File: config.mk
export PLATFORM = sky130hd
export DESIGN_NAME = packet_receive_sequencer
export DESIGN_NICKNAME = d
export VERILOG_FILES = /design/src/hw/rtl/prs_pkg.sv /design/src/hw/rtl/packet_receive_sequencer.sv /design/src/hw/rtl/prs_alu.sv
export SDC_FILE = /design/constraint.sdc
export NUM_CORES = 1
export LEC_CHECK = 0
export BUFFER_PORTS_ARGS = -buffer_cell sky130_fd_sc_hd__buf_2
export CAP_MARGIN = 20
export CORE_MARGIN = 5
export CORE_UTILIZATION = 63
export CTS_BUF_LIST = sky130_fd_sc_hd__clkbuf_4 sky130_fd_sc_hd__clkbuf_8
export CTS_CLUSTER_SIZE = 30
export DETAILED_ROUTE_END_ITERATION = 6
export MAX_ROUTING_LAYER = met4
export PLACE_DENSITY_LB_ADDON = 0.05
export SYNTH_ARGS = -nofsm -noshare
export SYNTH_HDL_FRONTEND = slang
export SYNTH_SLANG_ARGS = --single-unit
File: constraint.sdc
create_clock -name clk -period 7.6 [get_ports clk]
set_input_delay 1.14 -clock clk [delete_from_list [all_inputs] [get_ports clk]]
set_output_delay 1.14 -clock clk [all_outputs]
set_load 0.01 [all_outputs]
File: src/hw/rtl/prs_pkg.sv
package prs_pkg;

  localparam int SLOTS    = 16;
  localparam int SLOT_W   = 4;
  localparam int CNT_W    = 5;
  localparam int MAX_NAKS = 63;
  localparam int NAK_W    = 6;
  localparam int ID_W     = 32;
  localparam int LEN_W    = 16;
  localparam int TMO_W    = 8;
  localparam int KIND_W   = 3;
  localparam int CODE_W   = 3;
  localparam int ALU_W    = 33;
  localparam int ADDR_W   = 2;
  localparam int PDATA_W  = 32;

  localparam logic [ID_W-1:0]   FIRST_ID      = 32'd2;
  localparam logic [TMO_W-1:0]  RESET_TIMEOUT = 8'd20;
  localparam logic [ADDR_W-1:0] ADDR_TIMEOUT  = 2'd0;

  // Input item kinds
  localparam logic [KIND_W-1:0] KIND_CLEAR   = 3'd0;
  localparam logic [KIND_W-1:0] KIND_STORE   = 3'd1;
  localparam logic [KIND_W-1:0] KIND_GET     = 3'd2;
  localparam logic [KIND_W-1:0] KIND_RELEASE = 3'd3;
  localparam logic [KIND_W-1:0] KIND_TIMEOUT = 3'd4;

  // Result codes
  localparam logic [CODE_W-1:0] CODE_NAK     = 3'd0;
  localparam logic [CODE_W-1:0] CODE_ACK     = 3'd1;
  localparam logic [CODE_W-1:0] CODE_STALE   = 3'd2;
  localparam logic [CODE_W-1:0] CODE_FULL    = 3'd3;
  localparam logic [CODE_W-1:0] CODE_POPPED  = 3'd4;
  localparam logic [CODE_W-1:0] CODE_EMPTY   = 3'd5;
  localparam logic [CODE_W-1:0] CODE_DONE    = 3'd6;
  localparam logic [CODE_W-1:0] CODE_TIMEOUT = 3'd7;

  typedef struct packed {
    logic [ALU_W-1:0] a;
    logic [ALU_W-1:0] b;
    logic             sub;
  } alu_req_t;

  typedef struct packed {
    logic             carry;
    logic [ALU_W-1:0] sum;
  } alu_rsp_t;

  typedef struct packed {
    logic [CODE_W-1:0] code;
    logic [ID_W-1:0]   id;
    logic [SLOT_W-1:0] slot;
    logic [LEN_W-1:0]  len;
    logic              timed_out;
    logic              last;
  } result_t;

endpackage

File: src/hw/rtl/packet_receive_sequencer.sv
// Receive-side sequencer of a packet link.
// Input channel (in_*): one item per command. in_tuser carries the kind
// (clear, store, get, release, timeout query); in_tdata carries the packet id,
// length, slot handed back and current time. in_tready is high only while the
// sequencer is idle, so one item is worked on at a time.
// Result channel (out_*): one or more items per input item; out_tlast marks
// the final one. out_tuser carries the result code.
// Steps from accept to the first result: clear, release and unknown kinds
// answer from decode; timeout query: decode, compare; get: decode, length
// read, output; store: decode, check, then for a packet neither stale nor
// refused one NAK per skipped id (at most 63) and the ACK. The next item is
// taken the cycle after the last result is loaded. All id arithmetic, the stale
// check and the timeout compare go through one shared 33-bit add/subtract unit.
// Reset: expected id 2, queue empty, all 16 slots free, timeout limit 20 s.
// A stalled receiver (out_tready low) holds the result register; the
// sequencer waits in place until it drains.
// Configuration: APB register 0 at address 0 holds the timeout limit.
module packet_receive_sequencer (
  input  logic         clk,
  input  logic         rst_n,
  input  logic         in_tvalid,
  output logic         in_tready,
  input  logic [87:0]  in_tdata,  // seq_id[31:0] byte_count[47:32] slot_in[51:48] now_seconds[83:52]
  input  logic [2:0]   in_tuser,  // kind[2:0]
  output logic         out_tvalid,
  input  logic         out_tready,
  output logic [55:0]  out_tdata, // id_out[31:0] slot_out[35:32] length_out[51:36] timed_out[52]
  output logic [2:0]   out_tuser, // code[2:0]
  output logic         out_tlast,
  input  logic         psel,
  input  logic         penable,
  input  logic         pwrite,
  input  logic [1:0]   paddr,
  input  logic [31:0]  pwdata,
  output logic [31:0]  prdata,
  output logic         pready
);

  localparam int ST_W = 3;
  localparam logic [ST_W-1:0] S_IDLE    = 3'd0;
  localparam logic [ST_W-1:0] S_DECODE  = 3'd1;
  localparam logic [ST_W-1:0] S_CHECK   = 3'd2;
  localparam logic [ST_W-1:0] S_NAK     = 3'd3;
  localparam logic [ST_W-1:0] S_ACK     = 3'd4;
  localparam logic [ST_W-1:0] S_GET_LEN = 3'd5;
  localparam logic [ST_W-1:0] S_GET_OUT = 3'd6;
  localparam logic [ST_W-1:0] S_TMO     = 3'd7;

  logic [ST_W-1:0] state_r, state_nxt;

  // latched input item
  logic [prs_pkg::KIND_W-1:0] kind_r;
  logic [prs_pkg::ID_W-1:0]   seq_r;
  logic [prs_pkg::LEN_W-1:0]  len_r;
  logic [prs_pkg::SLOT_W-1:0] slot_in_r;
  logic [prs_pkg::ID_W-1:0]   now_r;

  // link state
  logic [prs_pkg::TMO_W-1:0]  tmo_r;
  logic [prs_pkg::ID_W-1:0]   exp_r, exp_nxt;
  logic [prs_pkg::ID_W-1:0]   arr_r, arr_nxt;
  logic [prs_pkg::SLOT_W-1:0] head_r, head_nxt;
  logic [prs_pkg::CNT_W-1:0]  fcnt_r, fcnt_nxt;
  logic [prs_pkg::CNT_W-1:0]  free_cnt_r, free_cnt_nxt;

  logic [prs_pkg::SLOT_W-1:0] free_stack_r [prs_pkg::SLOTS];
  logic [prs_pkg::SLOT_W-1:0] order_fifo_r [prs_pkg::SLOTS];
  logic [prs_pkg::LEN_W-1:0]  slot_len_r   [prs_pkg::SLOTS];

  // working registers
  logic [prs_pkg::ALU_W-1:0]  sum_r, sum_nxt;
  logic                       carry_r, carry_nxt;
  logic [prs_pkg::NAK_W-1:0]  nak_left_r, nak_left_nxt;
  logic [prs_pkg::ID_W-1:0]   nak_id_r, nak_id_nxt;
  logic [prs_pkg::SLOT_W-1:0] pop_slot_r;
  logic [prs_pkg::LEN_W-1:0]  pop_len_r;

  // output register
  logic                       out_valid_r;
  prs_pkg::result_t           out_r;

  prs_pkg::alu_req_t alu_req;
  prs_pkg::alu_rsp_t alu_rsp;

  logic                       out_free;
  logic                       emit;
  prs_pkg::result_t           emit_res;
  logic                       free_all;
  logic                       push_free;
  logic                       take_slot;
  logic                       pop_rd;
  logic [prs_pkg::CNT_W-1:0]  free_cnt_m1;
  logic [prs_pkg::SLOT_W-1:0] top_idx;
  logic [prs_pkg::SLOT_W-1:0] tail_idx;
  logic [prs_pkg::SLOT_W-1:0] ack_slot;
  logic [prs_pkg::ID_W-1:0]   gap;
  logic [prs_pkg::NAK_W-1:0]  nak_cnt;
  logic                       cfg_wr;

  prs_alu u_alu (
    .req (alu_req),
    .rsp (alu_rsp)
  );

  assign in_tready  = (state_r == S_IDLE);
  assign out_free   = !out_valid_r || out_tready;
  assign out_tvalid = out_valid_r;
  assign out_tuser  = out_r.code;
  assign out_tlast  = out_r.last;
  assign out_tdata  = {3'd0, out_r.timed_out, out_r.len, out_r.slot, out_r.id};

  assign pready = 1'b1;
  assign cfg_wr = psel && penable && pwrite && pready && (paddr == prs_pkg::ADDR_TIMEOUT);
  assign prdata = (paddr == prs_pkg::ADDR_TIMEOUT) ?
                  {{(prs_pkg::PDATA_W - prs_pkg::TMO_W){1'b0}}, tmo_r} : '0;

  // top of free stack and tail of the arrival queue
  assign free_cnt_m1 = free_cnt_r - 1'b1;
  assign top_idx     = free_cnt_m1[prs_pkg::SLOT_W-1:0];
  assign ack_slot    = free_stack_r[top_idx];
  assign tail_idx    = head_r + fcnt_r[prs_pkg::SLOT_W-1:0];

  // gap below the packet id, capped for the NAK burst
  assign gap     = sum_r[prs_pkg::ID_W-1:0];
  assign nak_cnt = (gap > prs_pkg::ID_W'(prs_pkg::MAX_NAKS)) ?
                   prs_pkg::NAK_W'(prs_pkg::MAX_NAKS) : gap[prs_pkg::NAK_W-1:0];

  // operand select for the shared unit
  always_comb begin
    alu_req = '0;
    unique case (state_r)
      S_DECODE: begin
        if (kind_r == prs_pkg::KIND_TIMEOUT) begin
          alu_req.a = {1'b0, arr_r};
          alu_req.b = {{(prs_pkg::ALU_W - prs_pkg::TMO_W){1'b0}}, tmo_r};
        end else begin
          // seq - expected: carry clear means stale
          alu_req.a   = {1'b0, seq_r};
          alu_req.b   = {1'b0, exp_r};
          alu_req.sub = 1'b1;
        end
      end
      S_NAK: begin
        alu_req.a = {1'b0, nak_id_r};
        alu_req.b = prs_pkg::ALU_W'(1);
      end
      S_ACK: begin
        alu_req.a = {1'b0, seq_r};
        alu_req.b = prs_pkg::ALU_W'(1);
      end
      S_TMO: begin
        // deadline (arrival + limit) - now: carry clear means deadline below now
        alu_req.a   = sum_r;
        alu_req.b   = {1'b0, now_r};
        alu_req.sub = 1'b1;
      end
      default: alu_req = '0;
    endcase
  end

  // sequencer
  always_comb begin
    state_nxt    = state_r;
    exp_nxt      = exp_r;
    arr_nxt      = arr_r;
    head_nxt     = head_r;
    fcnt_nxt     = fcnt_r;
    free_cnt_nxt = free_cnt_r;
    sum_nxt      = sum_r;
    carry_nxt    = carry_r;
    nak_left_nxt = nak_left_r;
    nak_id_nxt   = nak_id_r;
    emit         = 1'b0;
    emit_res     = '0;
    free_all     = 1'b0;
    push_free    = 1'b0;
    take_slot    = 1'b0;
    pop_rd       = 1'b0;
    unique case (state_r)
      S_IDLE: begin
        if (in_tvalid) state_nxt = S_DECODE;
      end
      S_DECODE: begin
        unique case (kind_r)
          prs_pkg::KIND_CLEAR: begin
            if (out_free) begin
              head_nxt      = '0;
              fcnt_nxt      = '0;
              exp_nxt       = prs_pkg::FIRST_ID;
              arr_nxt       = now_r;
              free_all      = 1'b1;
              free_cnt_nxt  = prs_pkg::CNT_W'(prs_pkg::SLOTS);
              emit          = 1'b1;
              emit_res.code = prs_pkg::CODE_DONE;
              emit_res.last = 1'b1;
              state_nxt     = S_IDLE;
            end
          end
          prs_pkg::KIND_STORE: begin
            // every store, also a dropped one, stamps the arrival time
            arr_nxt   = now_r;
            sum_nxt   = alu_rsp.sum;
            carry_nxt = alu_rsp.carry;
            state_nxt = S_CHECK;
          end
          prs_pkg::KIND_GET: begin
            if (fcnt_r == '0) begin
              if (out_free) begin
                emit          = 1'b1;
                emit_res.code = prs_pkg::CODE_EMPTY;
                emit_res.last = 1'b1;
                state_nxt     = S_IDLE;
              end
            end else begin
              pop_rd    = 1'b1;
              head_nxt  = head_r + 1'b1;
              fcnt_nxt  = fcnt_r - 1'b1;
              state_nxt = S_GET_LEN;
            end
          end
          prs_pkg::KIND_RELEASE: begin
            if (out_free) begin
              if (free_cnt_r < prs_pkg::CNT_W'(prs_pkg::SLOTS)) begin
                push_free    = 1'b1;
                free_cnt_nxt = free_cnt_r + 1'b1;
              end
              emit          = 1'b1;
              emit_res.code = prs_pkg::CODE_DONE;
              emit_res.last = 1'b1;
              state_nxt     = S_IDLE;
            end
          end
          prs_pkg::KIND_TIMEOUT: begin
            sum_nxt   = alu_rsp.sum;
            state_nxt = S_TMO;
          end
          default: begin
            if (out_free) begin
              emit          = 1'b1;
              emit_res.code = prs_pkg::CODE_DONE;
              emit_res.last = 1'b1;
              state_nxt     = S_IDLE;
            end
          end
        endcase
      end
      S_CHECK: begin
        if (out_free) begin
          if (!carry_r) begin
            emit          = 1'b1;
            emit_res.code = prs_pkg::CODE_STALE;
            emit_res.id   = seq_r;
            emit_res.last = 1'b1;
            state_nxt     = S_IDLE;
          end else if (free_cnt_r == '0 ||
                       fcnt_r == prs_pkg::CNT_W'(prs_pkg::SLOTS)) begin
            emit          = 1'b1;
            emit_res.code = prs_pkg::CODE_FULL;
            emit_res.id   = seq_r;
            emit_res.last = 1'b1;
            state_nxt     = S_IDLE;
          end else begin
            nak_left_nxt = nak_cnt;
            nak_id_nxt   = exp_r;
            state_nxt    = (nak_cnt == '0) ? S_ACK : S_NAK;
          end
        end
      end
      S_NAK: begin
        if (out_free) begin
          emit          = 1'b1;
          emit_res.code = prs_pkg::CODE_NAK;
          emit_res.id   = nak_id_r;
          nak_id_nxt    = alu_rsp.sum[prs_pkg::ID_W-1:0];
          nak_left_nxt  = nak_left_r - 1'b1;
          if (nak_left_r == prs_pkg::NAK_W'(1)) state_nxt = S_ACK;
        end
      end
      S_ACK: begin
        if (out_free) begin
          exp_nxt       = alu_rsp.sum[prs_pkg::ID_W-1:0];
          free_cnt_nxt  = free_cnt_m1;
          fcnt_nxt      = fcnt_r + 1'b1;
          take_slot     = 1'b1;
          emit          = 1'b1;
          emit_res.code = prs_pkg::CODE_ACK;
          emit_res.id   = seq_r;
          emit_res.slot = ack_slot;
          emit_res.last = 1'b1;
          state_nxt     = S_IDLE;
        end
      end
      S_GET_LEN: begin
        state_nxt = S_GET_OUT;
      end
      S_GET_OUT: begin
        if (out_free) begin
          emit          = 1'b1;
          emit_res.code = prs_pkg::CODE_POPPED;
          emit_res.slot = pop_slot_r;
          emit_res.len  = pop_len_r;
          emit_res.last = 1'b1;
          state_nxt     = S_IDLE;
        end
      end
      S_TMO: begin
        if (out_free) begin
          emit               = 1'b1;
          emit_res.code      = prs_pkg::CODE_TIMEOUT;
          emit_res.timed_out = !alu_rsp.carry;
          emit_res.last      = 1'b1;
          state_nxt          = S_IDLE;
        end
      end
      default: state_nxt = S_IDLE;
    endcase
  end

  // control state
  always_ff @(posedge clk) begin
    if (!rst_n) begin
      state_r     <= S_IDLE;
      tmo_r       <= prs_pkg::RESET_TIMEOUT;
      exp_r       <= prs_pkg::FIRST_ID;
      arr_r       <= '0;
      head_r      <= '0;
      fcnt_r      <= '0;
      free_cnt_r  <= prs_pkg::CNT_W'(prs_pkg::SLOTS);
      out_valid_r <= 1'b0;
    end else begin
      state_r    <= state_nxt;
      exp_r      <= exp_nxt;
      arr_r      <= arr_nxt;
      head_r     <= head_nxt;
      fcnt_r     <= fcnt_nxt;
      free_cnt_r <= free_cnt_nxt;
      if (cfg_wr) tmo_r <= pwdata[prs_pkg::TMO_W-1:0];
      if (emit) begin
        out_valid_r <= 1'b1;
      end else if (out_tready) begin
        out_valid_r <= 1'b0;
      end
    end
  end

  // free stack: reset and clear restore every slot number
  always_ff @(posedge clk) begin
    if (!rst_n || free_all) begin
      for (int i = 0; i < prs_pkg::SLOTS; i++) begin
        free_stack_r[i] <= prs_pkg::SLOT_W'(i);
      end
    end else if (push_free) begin
      free_stack_r[free_cnt_r[prs_pkg::SLOT_W-1:0]] <= slot_in_r;
    end
  end

  // payload registers and queue storage
  always_ff @(posedge clk) begin
    if (in_tvalid && in_tready) begin
      kind_r    <= in_tuser;
      seq_r     <= in_tdata[31:0];
      len_r     <= in_tdata[47:32];
      slot_in_r <= in_tdata[51:48];
      now_r     <= in_tdata[83:52];
    end
    sum_r      <= sum_nxt;
    carry_r    <= carry_nxt;
    nak_left_r <= nak_left_nxt;
    nak_id_r   <= nak_id_nxt;
    if (emit) out_r <= emit_res;
    if (take_slot) begin
      order_fifo_r[tail_idx] <= ack_slot;
      slot_len_r[ack_slot]   <= len_r;
    end
    if (pop_rd) pop_slot_r <= order_fifo_r[head_r];
    pop_len_r <= slot_len_r[pop_slot_r];
  end

endmodule

File: src/hw/rtl/prs_alu.sv
module prs_alu (
  input  prs_pkg::alu_req_t req,
  output prs_pkg::alu_rsp_t rsp
);

  // a + b, or a - b with carry set when a >= b
  always_comb begin
    logic [prs_pkg::ALU_W:0] full;
    full = {1'b0, req.a}
         + {1'b0, (req.sub ? ~req.b : req.b)}
         + (prs_pkg::ALU_W + 1)'(req.sub);
    rsp.sum   = full[prs_pkg::ALU_W-1:0];
    rsp.carry = full[prs_pkg::ALU_W];
  end

endmodule

==> Word-level counts from Yosys, hierarchy flattened <==
Memories as Yosys holds them, arrays and structs flattened. A register that Yosys moved wholly into a read port is not among the register bits.
Index checks and enable logic that the tools add are counted.
{ "classes": {"n_bitwise": 1, "n_addsub": 9, "eq_ne": 30, "n_reduce_logical": 37, "magnitude_cmp": 2, "mux": 93} }
{ "op_table": {"columns": ["cell", "count"], "rows": [
  ["case mux 66 bit (4 select lines)", 1],
  ["2-to-1 mux 32 bit", 8],
  ["case mux 32 bit (2 select lines)", 3],
  ["2-to-1 mux 34 bit", 3],
  ["case mux 32 bit (3 select lines)", 1],
  ["2-to-1 mux 65 bit", 1],
  ["2-to-1 mux 3 bit", 14],
  ["case mux 5 bit (2 select lines)", 4],
  ["2-to-1 mux 37 bit", 1],
  ["case mux 3 bit (6 select lines)", 2],
  ["2-to-1 mux 5 bit", 7],
  ["adder 33 x 33 -> 34 bit", 1],
  ["adder 34 x 1 -> 34 bit", 1],
  ["2-to-1 mux 33 bit", 1],
  ["NOT 33 bit", 1],
  ["> comparator 32 x 6 -> 1 bit (second input constant)", 1],
  ["2-to-1 mux 6 bit", 5],
  ["2-to-1 mux 1 bit", 27],
  ["2-to-1 mux 20 bit", 1],
  ["inequality test 2 bit (second input constant)", 10],
  ["2-to-1 mux 4 bit", 4],
  ["case mux 4 bit (2 select lines)", 2],
  ["equality test 3 bit (second input constant)", 5],
  ["equality test 3 x 2 -> 1 bit (second input constant)", 4],
  ["35 further kinds", 64]
]} }
{ "word_totals": {"mem_bits_rw": 384, "inputBits": 132, "mem_count": 3, "elab_cells": 198, "reg_bits": 306, "out_inout_bits": 95} }
{ "mem_list": {"columns": ["memory", "depth", "width", "rd", "rd_ports_with_merged_regs", "wr", "line", "rtl"], "rows": [
  ["slot_len_r", 16, 16, 1, 1, 1, "packet_receive_sequencer.sv:68", "logic [prs_pkg::LEN_W-1:0] slot_len_r [prs_pkg::SLOTS];"],
  ["free_stack_r", 16, 4, 1, 0, 16, "packet_receive_sequencer.sv:66", "logic [prs_pkg::SLOT_W-1:0] free_stack_r [prs_pkg::SLOTS];"],
  ["order_fifo_r", 16, 4, 1, 1, 1, "packet_receive_sequencer.sv:67", "logic [prs_pkg::SLOT_W-1:0] order_fifo_r [prs_pkg::SLOTS];"]
]} }

==> Logic depth before layout (Yosys ltp) <==
Gate-level depths: netlist of the first run.
{ "logic_depth": {"ltp_word": 10, "ltp_mapped": 19} }

==> By module <==
Synthesis of the first run repeated with hierarchy kept, for this count alone.
{ "unflattened": {"hier_cells": 2118, "area_unflattened_um2": 30884.6} }
{ "modules_own_cells": {"columns": ["mod", "n_inst", "area_per_inst_um2", "cells_per_inst", "seq_area_each_um2"], "rows": [
  ["packet_receive_sequencer", 1, 28851.4, 1834, 20259.4],
  ["prs_alu", 1, 2033.2, 284, 0.0]
]} }

==> Worst setup path before layout of the first run <==
Ideal clock, no wire load.
{ "synth_path": {"path_type": "register to register", "startpoint": "register free_cnt_r[0] (netlist bit)", "endpoint": "register nak_id_r[0] (netlist bit), enable pin", "required_time_ns": 7.072, "arrival_time_ns": 5.321, "setup_ns": 0.528, "path_stages_with_launch": 8, "synth_period_minus_slack_ns": 5.849, "setup_slack_ns": 1.751, "cell_sequence": "dfxtp_1 > clkbuf_1 > inv_1 > ha_1 > a32oi_1 > and2_1 > nor2_1 > nor4_1"} }
{ "synth_via": {"elab_chain_len": 4} }
{ "synth_rtl": {"columns": ["element", "line", "rtl"], "rows": [
  ["start, declared", "packet_receive_sequencer.sv:64", "logic [prs_pkg::CNT_W-1:0] free_cnt_r, free_cnt_nxt;"],
  ["start signal, assigned", "packet_receive_sequencer.sv:328", "free_cnt_r <= prs_pkg::CNT_W'(prs_pkg::SLOTS);"],
  ["start signal, assigned", "packet_receive_sequencer.sv:336", "free_cnt_r <= free_cnt_nxt;"],
  ["logical NOT 5 bit", "packet_receive_sequencer.sv:255", "end else if (free_cnt_r == '0 ||"],
  ["logical OR 1 bit", "packet_receive_sequencer.sv:255", null],
  ["inequality test 2 bit (no line)", null, null],
  ["AND reduction 5 bit (no line)", null, null],
  ["end signal, assigned", "packet_receive_sequencer.sv:369", "nak_id_r <= nak_id_nxt;"],
  ["end, declared", "packet_receive_sequencer.sv:74", "logic [prs_pkg::ID_W-1:0] nak_id_r, nak_id_nxt;"]
]} }
No other way between the ends.
A chain may end at the register's enable or synchronous reset.

==> results.ini, run 1 <==
[outcome]
outcome=finished, final reports clean

[global_routing]
grt_pass1_vias=20200
grt_usage=0.295
grt-ovfl-total=0
grt_max_degree=75
antenna_found_initial=1
grt_pass1_wl_mm=117

[floorplan]
die_w_um=231
start_util=0.634
die_h_um=231
die_area_mm2=0.0535
core_mm2=0.0486
rows=81
ios=227

[pwr]
peakVddDrop_v=0.000175
p_per_area_mw_per_mm2=282
leakage_nw=12.3
power.total_mw=9.79

[sta]
rsz0062_at_grt=false
skew_ps=43.0
finalSetupTns_ps=0
tightest_slew_ps=1110
setup_viol=0
max_freq_mhz=160
post-route-worst-setup-slack_ps=1350
finalHoldViolCount=0
fin_crit_ps=6250
period_share=0.823
maxSlewViolCount=0
max_slew_margin=0.257

[critical_path]
crit_path_end=sum_r[32]$_DFFE_PP_
path_class=reg -> reg
end_kind=flop
crit_top_cell=a21oi_1
critical_path_buf_inv_count=0
r2r_start=state_r[0]$_SDFFE_PN0P_
r2r_end=sum_r[32]$_DFFE_PP_
crit_path_max_fanout=30
cp_cell_sequence=or3b_2, nor2_4, a221o_1, a21oi_1, fa_1, a21oi_1, o221ai_1, and4_1, o31ai_1, a31oi_1, a21bo_2, a2111oi_0, a21oi_1, xor2_1
arrival_ps=6690
cp-start-kind=flop
regToRegSetupSlack_ps=1350
rr_worst_depth=14
cp-startpoint=state_r[0]$_SDFFE_PN0P_
critPathMaxStageDelay_ps=810
slowest_stage=nor2_4
crit_required_ps=8040
cp_top_family=compound AO/OA/AOI/OAI gates
path_depth=14

[logic_synthesis]
syn-cell-area_mm2=0.0308
synth-seq-cells=710
ys_seq_area_frac=0.657
synth_cells=2243
avgSynthCellArea_um2=13.7
synth_enable_flop_cells=604
synth_top_cell_area_share=0.588
synth_top_flop_cell=edfxtp_1
async_flop_share=0
synth-warning-count=0
synth.distinct_cells=72
yosys-top-cells-area=edfxtp_1 59%, mux4_2 8.8%, dfxtp_1 6.9%
synth_top_area_cell=edfxtp_1

[cts]
clkLatencyLatePin_ps=730
numClockSinks=710
clock_path_buffers=3
cts_resized=0
numCtsBuffers=111
cts_tree=built
post-cts-setup-buffers=0
clkTransAtPathRegs_ps=60
htreeDepth=3
clock-root-buffer=clkbuf_8
ctsHoldBuffers=0

[placed_design]
placed_area_mm2=0.0323
dpl.hpwl_mm=47.4
dp_slack_ps=1540
gp_congestion=0.911
io_buffers=170

[hold_path]
hp-class=reg -> reg
min_from=arr_r[16]$_SDFFE_PN0P_

[routing]
drt_iter0_drc=1976
dr.pass1.iters=5
wl_mm=77.0
drc_errors=0
vias=20000
avgRoutedWirePerCell_um=24.3
ant_nets=0
vias_per_cell=6.33

[final_layout]
final_nets=2623
layout_common_cells=604 x edfxtp_1, 318 x nand2_1, 170 x buf_2, 161 x nor2_1, 131 x a21oi_1
drive_gt1_frac=0.226
antenna_cells=0
fin_area_mm2=0.0347
fillCellCount=3245
area_growth_pct=12.6
final_common_cell=edfxtp_1

[job]
drv_cap=0

[cells in the mapped netlist (6+ instances only)]
cell type and number:
nor2b_1 11, a21oi_1 131, xnor2_1 27, buf_2 6, inv_1 32, a21o_1 16, clkbuf_1 113, mux4_2 120
o22ai_1 9, a22oi_1 51, o21ai_0 45, nand2_1 318, nor4_1 14, ha_1 45, nand2b_1 11, nor3_1 32
dfxtp_1 106, mux2i_1 14, o21bai_1 9, edfxtp_1 604, buf_1 12, buf_4 28, xor2_1 15, o31ai_1 8
nand4_1 17, and3_1 12, or3_1 14, nor2_1 168, nand3_1 60, mux2_2 8, and2_1 33, a22o_1 66
[registers in the layout, summed over array words and instances, names as in the netlist, 5 cells and up]
signal and count:
fcnt_r 5, tmo_r 8, free_cnt_r 5, arr_r 32
free_stack_r 64, sum_r 33, now_r 32, seq_r 32
slot_len_r 256, exp_r 32, nak_left_r 6, nak_id_r 32
out_tdata 53, order_fifo_r 64, pop_len_r 16, len_r 16
[cell families after synthesis]
family	share of synthesized area
and+or+nand+nor	0.105
DFF	0.657
AOI/OAI and AO/OA	0.0837
buffers and inverters	0.0269
muxes	0.0951
adders and majority gates	0.0196
xor gates and xnor gates	0.0119
other	0.000244
[worst min-delay path by stage]
stage | endpoint | slack (ps) | cells past startpoint
floorplan | arr_r[16]$_SDFFE_PN0P_ | 440 | 2
global placement | arr_r[14]$_SDFFE_PN0P_ | 440 | 2
detailed placement | arr_r[16]$_SDFFE_PN0P_ | 450 | 2
CTS | arr_r[16]$_SDFFE_PN0P_ | 450 | 2
global route | arr_r[16]$_SDFFE_PN0P_ | 470 | 2
finish | arr_r[16]$_SDFFE_PN0P_ | 450 | 2
[tightest hold or removal path: stages, from the launching register on]
cell and delay (ps):
dfxtp_1 300, nand2_1 50, a21oi_1 50
[area by class of cell]
cell class,instances,area (um2),area share
sequential,710,20300,0.583
multi-input combinational,1368,9880,0.284
clock buffer,163,2030,0.0585
timing repair buffer,221,1280,0.0370
tap,622,778,0.0224
clock inverter,47,374,0.0108
inverter,32,120,0.00346
[per-layer routing]
layer | wire, um | global-route usage | vias to the layer above
li1 | - | - | 8894
met1 | 30000 | 0.392 | 9916
met2 | 38100 | 0.474 | 1058
met3 | 6790 | 0.0537 | 155
met4 | 2110 | 0.0923 | 0
met5 | 0 | - | -
[metrics by stage]
step                utilization  hold WS (ps)  std cells
floorplan                     -           436       2269
global placement          0.663           442       2948
detailed placement        0.663           447       2951
CTS                       0.713           455       3161
global route              0.714           471       3163
finish                    0.714           453       3163
[report_power, final]
part,switching [mW],internal [mW]
registers,0.190,4.62
clock network,1.52,1.87
logic,1.08,0.504
total,2.80,6.99
No activity file was read; power rests on OpenSTA's default activity.
==> inputs of run 2 (changes only) <==
==> constraint.sdc (replaced) <==
create_clock -name clk -period 6.2 [get_ports clk]
set_input_delay 0.93 -clock clk [delete_from_list [all_inputs] [get_ports clk]]
set_output_delay 0.93 -clock clk [all_outputs]
set_load 0.01 [all_outputs]
==> run 2 against run 1 <==
Wire length shrank 1.4%. Global-route usage shrank 0.16 points. Critical endpoint unchanged. Register-to-register slack got worse by 570 ps. Via count increased by 0.35%. Largest power group unchanged. Worst hold slack got worse by 89 ps.
==> results.ini, run 2 (same netlist as run 1, synthesis figures left out) <==
[critical_path]
cp-start-kind=flop  ; unchanged
r2r_start=state_r[1]$_SDFFE_PN0P_  ; was state_r[0]$_SDFFE_PN0P_
rr_worst_depth=18  ; was 14
cp_top_family=compound AO/OA/AOI/OAI gates  ; unchanged
critPathMaxStageDelay_ps=670  ; was 810 ps
arrival_ps=5910  ; was 6690 ps
slowest_stage=dfxtp_1  ; was nor2_4
crit_required_ps=6680  ; was 8040 ps
critical_path_buf_inv_count=2  ; was 0
cp_cell_sequence=inv_1, nor2_2, nand2_1, nand2_1, nor2_1, a21oi_1, o22ai_1, fa_1, a21oi_1, o221ai_1, and4_1, o31ai_1, buf_4, a31oi_1, a21bo_2, a2111oi_0, a21oi_1, xor2_1  ; was or3b_2, nor2_4, a221o_1, a21oi_1, fa_1, a21oi_1, o221ai_1, and4_1, o31ai_1, a31oi_1, a21bo_2, a2111oi_0, a21oi_1, xor2_1
path_class=reg -> reg  ; unchanged
crit_path_max_fanout=18  ; was 30
crit_top_cell=a21oi_1  ; unchanged
regToRegSetupSlack_ps=770  ; was 1350 ps
end_kind=flop  ; unchanged
r2r_end=sum_r[32]$_DFFE_PP_  ; unchanged

[final_layout]
fillCellCount=3320  ; was 3245
seq_area_mm2=0.0203  ; unchanged
largest-register=slot_len_r  ; unchanged
final_common_cell=edfxtp_1  ; unchanged
area_growth_pct=12.6  ; about the same
largest_register_ffs=256  ; unchanged
final_core_utilization=0.714  ; about the same
reg_top3=slot_len_r x256, free_stack_r x64, order_fifo_r x64  ; unchanged
multi_input_area_mm2=0.00988  ; unchanged
fin_cells=3169  ; was 3163
layout_common_cells=604 x edfxtp_1, 318 x nand2_1, 170 x buf_2, 161 x nor2_1, 131 x a21oi_1  ; unchanged
final_nets=2626  ; was 2623
drive_gt1_frac=0.222  ; was 0.226

[cts]
htreeDepth=3  ; unchanged
cts_resized=0  ; unchanged
post-cts-setup-buffers=0  ; unchanged
ctsHoldBuffers=0  ; unchanged
cts_tree=built  ; unchanged
clock-root-buffer=clkbuf_8  ; unchanged
numClockSinks=710  ; unchanged
clkLatencyLatePin_ps=740  ; was 730 ps
clkTransAtPathRegs_ps=70  ; was 60 ps
clock_path_buffers=3  ; unchanged
numCtsBuffers=112  ; was 111

[floorplan]
core_mm2=0.0486  ; unchanged
ios=227  ; unchanged
rows=81  ; unchanged
start_util=0.634  ; unchanged
die_w_um=231  ; unchanged
die_h_um=231  ; unchanged
die_area_mm2=0.0535  ; unchanged

[sta]
setup_viol=0  ; unchanged
skew_ps=48.4  ; was 43.0 ps
fin_crit_ps=5430  ; was 6250 ps
max_freq_mhz=184  ; was 160 MHz
max_slew_margin=0.268  ; was 0.257
period_share=0.875  ; was 0.823
rsz0062_at_grt=false  ; unchanged
finalSetupTns_ps=0  ; unchanged
tightest_slew_ps=1100  ; was 1110 ps
maxSlewViolCount=0  ; unchanged
finalHoldViolCount=0  ; unchanged

[pwr]
clkPwrFrac=0.347  ; was 0.346
p_per_area_mw_per_mm2=346  ; was 282 mW/mm2
p_sw_mw=3.41  ; was 2.80 mW
switching_share=0.284  ; was 0.286
peakVddDrop_v=0.000219  ; was 0.000175 V
internal-power_mw=8.60  ; was 6.99 mW
p_seq_frac=0.491  ; was 0.492
leakage_nw=12.3  ; about the same
pwr-share-comb=0.162  ; about the same

[routing]
dr.pass1.iters=6  ; was 5
drc_errors=0  ; unchanged
wl_mm=75.9  ; was 77.0 mm
vias=20100  ; was 20000
vias_per_cell=6.34  ; was 6.33
drt_iter0_drc=1857  ; was 1976
avgRoutedWirePerCell_um=24.0  ; was 24.3 um
ant_nets=0  ; unchanged

[job]
drv_cap=0  ; unchanged

[global_routing]
grt_pass1_wl_mm=117  ; about the same
grt_pass1_vias=20300  ; was 20200
grt_max_degree=66  ; was 75
antenna_found_initial=0  ; was 1
grtUsageMet1=0.382  ; was 0.392
grt-busiest-layer=met2  ; unchanged
grt-ovfl-total=0  ; unchanged
grt_usage=0.293  ; was 0.295
gr-usage-met2=0.466  ; was 0.474
grt_use_met3=0.0630  ; was 0.0537

[placed_design]
io_buffers=170  ; unchanged
placedCellCount=2955  ; was 2951
gp_congestion=0.924  ; was 0.911
dpl.hpwl_mm=46.7  ; was 47.4 mm

[hold_path]
min_from=in_tdata[45]  ; was arr_r[16]$_SDFFE_PN0P_
hp-class=in -> reg  ; was reg -> reg
hold_end=len_r[13]$_DFFE_PP_  ; was arr_r[16]$_SDFFE_PN0P_
min_delay_path_depth=1  ; was 2

[outcome]
outcome=finished, final reports clean  ; unchanged

-- run 2: cell count changes in the layout (fill, tap and decap cells not counted), sizes merged --
cell	change
clkinvlp	-1
bufinv	+3
buf	+2
clkinv	+8
inv	+1
clkbuf	-8
diode	+1
-- run 2: worst max path at each step --
stage	cells past startpoint	to	from
after floorplan	7	nak_id_r[0]$_DFFE_PP_	free_cnt_r[0]$_SDFFE_PN0P_
after global placement	16	nak_id_r[30]$_DFFE_PP_	state_r[2]$_SDFFE_PN0P_
after detailed placement	16	nak_id_r[30]$_DFFE_PP_	state_r[2]$_SDFFE_PN0P_
after CTS	16	nak_id_r[30]$_DFFE_PP_	state_r[2]$_SDFFE_PN0P_
after global routing	17	nak_id_r[18]$_DFFE_PP_	state_r[1]$_SDFFE_PN0P_
final	18	sum_r[32]$_DFFE_PP_	state_r[1]$_SDFFE_PN0P_
-- run 2: layout make-up --
| class | count | share of cell area |
|---|---|---|
| timing repair buffer | 223 | 0.0369 |
| multi-input combinational | 1368 | 0.284 |
| tap | 622 | 0.0224 |
| inverter | 32 | 0.00346 |
| clock inverter | 58 | 0.0140 |
| sequential | 710 | 0.584 |
| clock buffer | 155 | 0.0551 |
| antenna | 1 | 0.0000721 |
-- run 2: power by group through the flow --
stage	combinational [mW]	clock, mW	sequential [mW]
after floorplan	1.25	0	5.96
after global placement	1.87	0	5.98
after detailed placement	1.92	0	5.99
after CTS	1.92	4.22	5.89
after global routing	2.11	4.49	5.93
final	1.95	4.16	5.90
-- run 2: routing by layer --
metal,up-vias,share of wire,routed length [um]
met5,-,0,0
met4,0,0.034,2590
met3,200,0.085,6460
met2,1024,0.49,37300
met1,9950,0.39,29600
li1,8920,-,-
-- run 2: through the flow --
step                      cell area (um2)  setup slack [ps]  hold WS (ps)  power, mW
after floorplan                     30900               351           436       7.20
after CTS                           34700               898           317       12.0
final                               34700               775           364       12.0
after global routing                34700               453           316       12.5
after detailed placement            32300               942           446       7.90
after global placement              32300              1040           443       7.85
-- run 2: worst register-to-register path: cells and delay by family, from the launching register on --
kind,cells,cell delay [ps]
AOI/OAI and AO/OA,9,2060
xor gates and xnor gates,1,160
adders and majority gates,1,470
buffers and inverters,2,610
DFF,1,670
and+or+nand+nor,5,1210
==> inputs of run 3 (changes only) <==
--- a/config.mk
+++ b/config.mk
@@ -8,8 +8,7 @@
 export BUFFER_PORTS_ARGS = -buffer_cell sky130_fd_sc_hd__buf_2
 export CAP_MARGIN = 20
 export CORE_MARGIN = 5
-export CORE_UTILIZATION = 63
-export CTS_BUF_LIST = sky130_fd_sc_hd__clkbuf_4 sky130_fd_sc_hd__clkbuf_8
+export CORE_UTILIZATION = 60
 export CTS_CLUSTER_SIZE = 30
 export DETAILED_ROUTE_END_ITERATION = 6
 export MAX_ROUTING_LAYER = met4
==> run 3 against run 2 <==
Wire length rose by 0.21%. Clock skew decreased by 25 ps. Final cell count decreased by 0.60%. Maximum frequency grew 2.2%. Sequential power about the same. Global-route usage decreased by 1.5 points. Die area up 4.8%. Largest cell class unchanged.
==> results.ini, run 3 (same netlist as run 1, synthesis figures left out) <==
[final_layout]
layout_common_cells=604 x edfxtp_1, 318 x nand2_1, 170 x buf_2, 161 x nor2_1, 131 x a21oi_1  ; unchanged
drive_gt1_frac=0.200  ; was 0.222
fin_area_mm2=0.0349  ; was 0.0347 mm2
largest_register_ffs=256  ; unchanged
reg_top3=slot_len_r x256, free_stack_r x64, order_fifo_r x64  ; unchanged
largest-register=slot_len_r  ; unchanged
area_growth_pct=13.2  ; was 12.6%
final_nets=2587  ; was 2626
final_core_utilization=0.683  ; was 0.714
final_common_cell=edfxtp_1  ; unchanged

[routing]
drc_errors=0  ; unchanged
vias=19500  ; was 20100
dr.pass1.iters=5  ; was 6
wl_mm=76.1  ; was 75.9 mm
avgRoutedWirePerCell_um=24.1  ; was 24.0 um
vias_per_cell=6.19  ; was 6.34
drt_iter0_drc=1841  ; was 1857
ant_nets=0  ; unchanged

[cts]
clock-root-buffer=clkbuf_16  ; was clkbuf_8
post-cts-setup-buffers=0  ; unchanged
ctsHoldBuffers=0  ; unchanged
numCtsBuffers=73  ; was 112
cts_tree=built  ; unchanged
clock_path_buffers=3  ; unchanged
clkLatencyLatePin_ps=620  ; was 740 ps
numClockSinks=710  ; unchanged
cts_resized=0  ; unchanged
htreeDepth=3  ; unchanged
clkTransAtPathRegs_ps=60  ; was 70 ps

[sta]
finalSetupTns_ps=0  ; unchanged
period_share=0.857  ; was 0.875
tightest_slew_ps=1150  ; was 1100 ps
max_freq_mhz=188  ; was 184 MHz
skew_ps=23.8  ; was 48.4 ps
max_slew_margin=0.233  ; was 0.268
setup_viol=0  ; unchanged
fin_crit_ps=5310  ; was 5430 ps
maxSlewViolCount=0  ; unchanged
post-route-worst-setup-slack_ps=890  ; was 775 ps
finalHoldViolCount=0  ; unchanged
rsz0062_at_grt=false  ; unchanged

[placed_design]
io_buffers=170  ; unchanged
dpl.hpwl_mm=47.9  ; was 46.7 mm
dp_slack_ps=979  ; was 942 ps
gp_congestion=0.926  ; was 0.924
placed_area_mm2=0.0324  ; was 0.0323 mm2

[pwr]
leakage_nw=12.3  ; about the same
clkPwrFrac=0.366  ; was 0.347
p_seq_frac=0.478  ; was 0.491
p_sw_mw=3.40  ; was 3.41 mW
switching_share=0.276  ; was 0.284
peakVddDrop_v=0.000286  ; was 0.000219 V
power.total_mw=12.3  ; was 12.0 mW
pwr-share-comb=0.156  ; was 0.162
internal-power_mw=8.94  ; was 8.60 mW
p_per_area_mw_per_mm2=354  ; was 346 mW/mm2

[critical_path]
crit_path_max_fanout=15  ; was 18
cp-start-kind=flop  ; unchanged
crit_required_ps=6560  ; was 6680 ps
path_class=reg -> reg  ; unchanged
arrival_ps=5670  ; was 5910 ps
end_kind=flop  ; unchanged

[global_routing]
grt_pass1_wl_mm=117  ; about the same
grt_max_degree=67  ; was 66
grt-ovfl-total=0  ; unchanged
antenna_found_initial=2  ; was 0
grt_pass1_vias=19800  ; was 20300
grt_usage=0.278  ; was 0.293

[floorplan]
die_area_mm2=0.0560  ; was 0.0535 mm2
start_util=0.603  ; was 0.634
ios=227  ; unchanged
die_h_um=237  ; was 231 um
rows=83  ; was 81
core_mm2=0.0511  ; was 0.0486 mm2
die_w_um=237  ; was 231 um

[job]
drv_cap=0  ; unchanged

[hold_path]
hp-class=reg -> reg  ; was in -> reg

[outcome]
outcome=finished, final reports clean  ; unchanged

run 3: cell count changes in the layout (fill, tap and decap cells not counted), sizes merged:
cell / before / now
inv: 36 / 34
clkinvlp: 2 / 3
clkinv: 45 / 26
clkbuf: 155 / 96
bufinv: 7 / 9
run 3: worst paths after layout:
path	from	slack (ps)	to	depth (start not counted)
hold reg to reg	arr_r[1]$_SDFFE_PN0P_	450	arr_r[1]$_SDFFE_PN0P_	2
setup / recovery	state_r[1]$_SDFFE_PN0P_	890	sum_r[32]$_DFFE_PP_	19
setup reg to reg	state_r[1]$_SDFFE_PN0P_	890	sum_r[32]$_DFFE_PP_	19
hold / removal	arr_r[1]$_SDFFE_PN0P_	450	arr_r[1]$_SDFFE_PN0P_	2
run 3: metrics by stage:
stage                     hold WS, ps  std cells
after CTS                         449       3148
after detailed placement          447       3012
after global routing              452       3150
after global placement            442       3012
after floorplan                   436       2269
final                             453       3150
run 3: final cells by class:
type	instances	area [um2]
tap	680	851
fill	3552	16200
clock inverter	40	517
timing repair buffer	223	1270
inverter	32	120
clock buffer	96	1980
multi-input combinational	1368	9880
sequential	710	20300
antenna	1	2.50
run 3: power groups by stage:
stage          Sequential, mW  Combinational [mW]  Clock (mW)
5_1_grt                  5.94                2.09        4.78
6_report                 5.91                1.92        4.52
3_3_place_gp             5.99                1.86           0
4_1_cts                  5.90                1.91        4.59
2_1_floorplan            5.96                1.25           0
3_5_place_dp             6.00                1.90           0
run 3: per-layer routing:
metal	GRT usage	wire length, um	vias up
li1	-	-	8793
met1	0.354	29500	9649
met2	0.456	38200	856
met3	0.0464	5440	186
met4	0.106	2920	0
met5	-	0	-
run 3: critical path, cell delays in order, from the launching register on:
cell and delay, ps:
dfxtp_1 630, buf_4 290, inv_1 220, nor2_2 150, nand2_1 260, nand2_1 330
nor2_1 80, a21oi_1 120, o22ai_1 140, fa_1 480, a21oi_1 240, o221ai_1 310
and4_1 330, o31ai_1 240, buf_4 170, a31oi_1 150, a21bo_2 270, a2111oi_0 400
a21oi_1 100, xor2_1 160
